[src/rtl/fcfa_pkg.sv]
// Package for the fixed cell free list allocator: sizes, codes and shared types.
`default_nettype none
package fcfa_pkg;

    localparam int MAX_CELLS_PER_BLOCK = 64;
    localparam int MAX_BLOCKS          = 16;
    localparam int POOL_CELLS          = MAX_CELLS_PER_BLOCK * MAX_BLOCKS;

    localparam int OFF_W  = $clog2(MAX_CELLS_PER_BLOCK);
    localparam int BLK_W  = $clog2(MAX_BLOCKS);
    localparam int IDX_W  = 10;
    localparam int LINK_W = IDX_W + 1;
    localparam int BIU_W  = $clog2(MAX_BLOCKS + 1);
    localparam int CPB_W  = 7;
    localparam int LIM_W  = 5;
    localparam int CFG_W  = 7;
    localparam int CFG_AW = 1;

    localparam logic [LINK_W-1:0] NULL_LINK = LINK_W'(POOL_CELLS);

    // command codes
    localparam logic CMD_ALLOC = 1'b0;
    localparam logic CMD_FREE  = 1'b1;

    // status codes
    localparam logic [1:0] ST_GRANTED   = 2'd0;
    localparam logic [1:0] ST_RELEASED  = 2'd1;
    localparam logic [1:0] ST_EXHAUSTED = 2'd2;
    localparam logic [1:0] ST_BAD_FREE  = 2'd3;

    // register indexes
    localparam logic [CFG_AW-1:0] REG_CELLS_PER_BLOCK = 1'b0;
    localparam logic [CFG_AW-1:0] REG_BLOCK_LIMIT     = 1'b1;

    localparam logic [CPB_W-1:0] CPB_MIN   = CPB_W'(2);
    localparam logic [CPB_W-1:0] CPB_MAX   = CPB_W'(MAX_CELLS_PER_BLOCK);
    localparam logic [LIM_W-1:0] LIM_MIN   = LIM_W'(1);
    localparam logic [LIM_W-1:0] LIM_MAX   = LIM_W'(MAX_BLOCKS);

    typedef struct packed {
        logic [CPB_W-1:0] cells_per_block;
        logic [LIM_W-1:0] block_limit;
    } cfg_t;

endpackage
`default_nettype wire

[src/rtl/fcfa_cfg_regs.sv]
// Configuration registers with range clamping for the allocator.
`default_nettype none
module fcfa_cfg_regs (
    input  wire                       aclk,
    input  wire                       aresetn,
    input  wire                       cfg_wr_en,
    input  wire [fcfa_pkg::CFG_AW-1:0] cfg_index,
    input  wire [fcfa_pkg::CFG_W-1:0]  cfg_wdata,
    output fcfa_pkg::cfg_t            cfg
);
    import fcfa_pkg::*;

    logic [CPB_W-1:0] cpb_reg, cpb_next;
    logic [LIM_W-1:0] lim_reg, lim_next;
    logic [CPB_W-1:0] cpb_raw;
    logic [LIM_W-1:0] lim_raw;

    always_comb begin
        cpb_raw  = cfg_wdata[CPB_W-1:0];
        lim_raw  = cfg_wdata[LIM_W-1:0];
        cpb_next = cpb_reg;
        lim_next = lim_reg;
        if (cfg_wr_en) begin
            case (cfg_index)
                REG_CELLS_PER_BLOCK: begin
                    if (cpb_raw < CPB_MIN)      cpb_next = CPB_MIN;
                    else if (cpb_raw > CPB_MAX) cpb_next = CPB_MAX;
                    else                        cpb_next = cpb_raw;
                end
                REG_BLOCK_LIMIT: begin
                    if (lim_raw < LIM_MIN)      lim_next = LIM_MIN;
                    else if (lim_raw > LIM_MAX) lim_next = LIM_MAX;
                    else                        lim_next = lim_raw;
                end
                default: begin
                    cpb_next = cpb_reg;
                end
            endcase
        end
    end

    always_ff @(posedge aclk) begin
        if (!aresetn) begin
            cpb_reg <= CPB_MAX;
            lim_reg <= LIM_MAX;
        end else begin
            cpb_reg <= cpb_next;
            lim_reg <= lim_next;
        end
    end

    assign cfg.cells_per_block = cpb_reg;
    assign cfg.block_limit     = lim_reg;

endmodule
`default_nettype wire

[config.mk]
export PLATFORM = sky130hd
export DESIGN_NAME = fcfa_cfg_regs
export DESIGN_NICKNAME = d
export VERILOG_FILES = /design/src/rtl/fcfa_pkg.sv /design/src/rtl/fcfa_cfg_regs.sv
export SDC_FILE = /design/constraint.sdc
export NUM_CORES = 1
export LEC_CHECK = 0
export BUFFER_PORTS_ARGS = -buffer_cell sky130_fd_sc_hd__buf_2
export CORE_AREA = 2 2 39 41
export DETAILED_ROUTE_END_ITERATION = 8
export DIE_AREA = 0 0 41 43
export GPL_TIMING_DRIVEN = 0
export PLACE_DENSITY = 0.72
export SLEW_MARGIN = 20
export SYNTH_ARGS = -nofsm -noshare
export SYNTH_HDL_FRONTEND = slang
export SYNTH_SLANG_ARGS = --single-unit
[constraint.sdc]
create_clock -name aclk -period 0.8 [get_ports aclk]
set_input_delay 0.04 -clock aclk [delete_from_list [all_inputs] [get_ports aclk]]
set_output_delay 0.04 -clock aclk [all_outputs]
set_load 0.05 [all_outputs]
# Word level (Yosys, flattened, before mapping)
# Cells that the tools add are included.
totals:
  register_bits: 12
  input_bits: 11
  out_inout_bits: 12
  word_cells: 13
classes:
  magnitude_cmp: 4
  n_mux: 4
  bitwise: 1
  reduce_logical: 2
ops:
  columns: ["cell", "count"]
  rows:
  - ["2-to-1 mux 7 bit", 2]
  - ["2-to-1 mux 5 bit", 2]
  - ["greater-than comparator 7 bit, second input constant", 1]
  - ["less-than comparator 7 x 2 -> 1 bit, second input constant", 1]
  - ["greater-than comparator 5 bit, second input constant", 1]
  - ["less-than comparator 5 x 1 -> 1 bit, second input constant", 1]
  - ["AND reduction 2 bit", 2]
  - ["inverter 1 bit", 1]

# Logic depth before layout (Yosys ltp)
logic_depth:
  ltp_word: 3
  depth_mapped: 5
  mapped_depth_nobuf: 3

# Worst setup path before layout
# No wires, ideal clock.
synth_timing:
  path_type: "flip-flop to flip-flop"
  start: "reg, netlist name lim_reg[0]"
  end: "reg lim_reg[0]"
  setup_ps: 79
  arrival_ps: 887
  required_time_ps: 721
  path_slack_ps: -166
  stages_incl_launch_ff: 3
  path_buffers: 0
  synth_period_minus_slack_ps: 966
  path_cell_list: "dfxtp_1 a21oi_1 a211oi_2"
synth_lines:
  columns: ["item", "line", "source"]
  rows:
  - ["end signal, assigned", "fcfa_cfg_regs.sv:48", "lim_reg <= lim_next;"]
  - ["end, declared", "fcfa_cfg_regs.sv:14", "logic [LIM_W-1:0] lim_reg, lim_next;"]

# Final worst setup path
layout_timing:
  start: "reg cpb_reg[6]"
  end: "out cfg[11] (netlist bit)"
layout_lines:
  columns: ["item", "line", "source"]
  rows:
  - ["start, declared", "fcfa_cfg_regs.sv:13", "logic [CPB_W-1:0] cpb_reg, cpb_next;"]
  - ["start signal, assigned", "fcfa_cfg_regs.sv:47", "cpb_reg <= cpb_next;"]
  - ["end, declared", "fcfa_cfg_regs.sv:9", "output fcfa_pkg::cfg_t cfg"]
# No word-level cell between the ends.

==> impl_metrics.toml <==
[status]
status = "finished with violations"
violations = "negative setup slack"

[logic_synthesis]
synth_top_area_cell = "dfxtp_1"
yosysUniqueCellTypes = 23
synth_fa_ha_area_share_pct = 0
synth_area_um2 = 534
postSynthCellCount = 57
synth-compound-area-share_pct = 21.3
yosysWarnings = 0
synth_edf_count = 0
yosys.area_share.simple_pct = 29.3
yosys-top-cells-count = "dfxtp_1 (12), nand2_1 (11), nand3_1 (7)"
syn_nets = 68
syn_avg_cell_area_um2 = 9.37
ys_ff_latch = 12
async_flop_share_pct = 0
ys.flop_type = "dfxtp_1"
synth_top_family_by_area = "simple AND/OR/NAND/NOR gates"
synth_seq_area_share_pct = 45.0
synth.most_common_cell = "dfxtp_1"
synth_area_leaders = "dfxtp_1 (45%), a21boi_2 (8.4%), nand2_1 (7.7%)"
synth.top_cell.area_share_pct = 45.0
muxShareOfSynthArea_pct = 0
synth_xor_area_share_pct = 0

[run]
cap_viol_max_count = 0

[worst_setup_path]
arrival_ns = 0.76
crit_chain = "buf_8"
reg2reg_slack_ns = 0.12
worst_setup_path_start_kind = "flop"
cp_max_fo = 2
path_buf_inv = 1
crit_path_max_incr_delay_ns = 0.35
worstSetupPathType = "flop to output pin"
required_ns = 0.76
crit_slowest_cell = "dfxtp_2"
crit_path_end_kind = "output pin"
critPathTopFamily = "flip-flops"

[floorplanning]
die_area_um2 = 1760
start_util_pct = 38.6
core-area_um2 = 1380
io_pins = 23
die_w_um = 41
rows = 14
die_h_um = 43

[drt]
vias_per_cell = 4.96
first_pass_iters = 1
routed_wl_mm = 1.16
drt_iter0_drc = 0
wl_per_cell_um = 11.6
num_vias = 496
ant_nets = 0
route.detailed.drc = 0

[global_routing]
antenna_found_initial = 0
grt_max_degree = 11
gr-total-overflow = 0
grt_pass1_wl_mm = 1.81
grt_pass1_vias = 450
groute.usage.overall_pct = 15.6

[clock_network]
cts_tree = "built"
cts_buffers = 3
clk-insertion-delay-late_ns = 0.26
cts.path.max_buffers = 2
clockRootBuffer = "clkbuf_4"
clk_pin_slew_ns = 0.08
cts_sinks = 12
h-tree-depth = 1

[cells_and_area]
largest_reg_flops = 7
stdcell_count = 100
regArea_um2 = 255
syn2layout_area_growth_pct = 56.2
layout-drive-gt1-share_pct = 58.3
fin_util_pct = 60.3
multi_input_area_um2 = 270
fin_nets = 96
design_area_um2 = 835
fillers = 132
antenna_cells = 0

[pwr]
power.total_mw = 1.40
power_leakage_nw = 0.341
irDropWorstVdd_mv = 1.25
power_density_nw_per_um2 = 1680

[timing]
maxSlewHeadroom_pct = 76.2
timing.final.crit_period_ns = 0.803
hold_violations = 0
tightest_slew_ns = 0.358
report.final.slew_viol_count = 0
max_freq_ghz = 1.25
rsz0062_at_grt = "yes"
finClkSkew_ns = 0
finalSetupViolations = 3
fin_crit_sh_pct = 100
setup_slack_ns = -0.00276

[placed_design]
placed_cells = 94
dpl.hpwl_um = 852
placed_area_um2 = 674
portBuffers = 21
globalplace.congestion = 0.718

[hold_path]
hp-class = "primary input to flop"
## final timing paths
path | start | to | depth (start not counted)
worst max register to register | cpb_reg[0] | cpb_reg[0] | 3
worst min register to register | cpb_reg[4] | cpb_reg[4] | 2
worst min-delay path | cfg_wdata[0] | cpb_reg[0] | 3
worst max-delay path | cpb_reg[6] | cfg[11] | 1
## routing by layer
layer / track usage, % / share of wire (%)
met1: 20.8 / 46
met2: 20.0 / 46
met3: 3.14 / 5.1
met4: 14.0 / 3.2
met5: 0 / 0
## what timing repair did
action,4_1_cts,5_1_grt
resized for setup,25,8
buffers inserted,0,2
endpoints found under the setup margin,12,12
hold buffers,0,0
## per-stage QoR
| stage | worst slack (ns) | hold slack (ns) | setup TNS [ns] |
|---|---|---|---|
| global route | -0.0380 | 0.0400 | -0.347 |
| global placement | -0.0632 | 0.310 | -0.0899 |
| finish | -0.00276 | 0.0361 | -0.00407 |
| floorplan | -0.00667 | 0.179 | -0.00667 |
| detailed placement | -0.0796 | 0.318 | -0.110 |
| CTS | -0.0149 | 0.0292 | -0.0952 |
## final cells by class
type                       count  area share (%)
tap                           16            2.40
clock buffer                   4            4.35
inverter                       1           0.450
timing repair buffer          23            27.4
buffer                         3            2.40
sequential                    12            30.6
multi-input combinational     41            32.4
## cell families after synthesis
kind of cell / Yosys count
AO/OA/AOI/OAI: 13
buffers and inverters: 4
flip-flops: 12
AND/OR/NAND/NOR: 28
## cells in the final DEF, fill, tap and decap left out, types with 2 or more instances in the layout
cell      Yosys  final
a21boi_2      4      4
nand2_1      11     11
nand3_1       7      7
a21boi_0      3      3
nand4b_1      3      3
dfxtp_2       0     12
buf_6         1      4
buf_2         1     10
clkbuf_4      0      3
buf_4         0      2
buf_8         0      9
## where the power goes
group,total (mW),switching (mW),internal [mW],leakage [nW]
Clock,0.471,0.195,0.277,0.0210
Combinational,0.287,0.165,0.122,0.218
Sequential,0.644,0.0190,0.625,0.102
Total,1.40,0.378,1.02,0.341
Note: power is estimated with default switching activity, not from simulation.
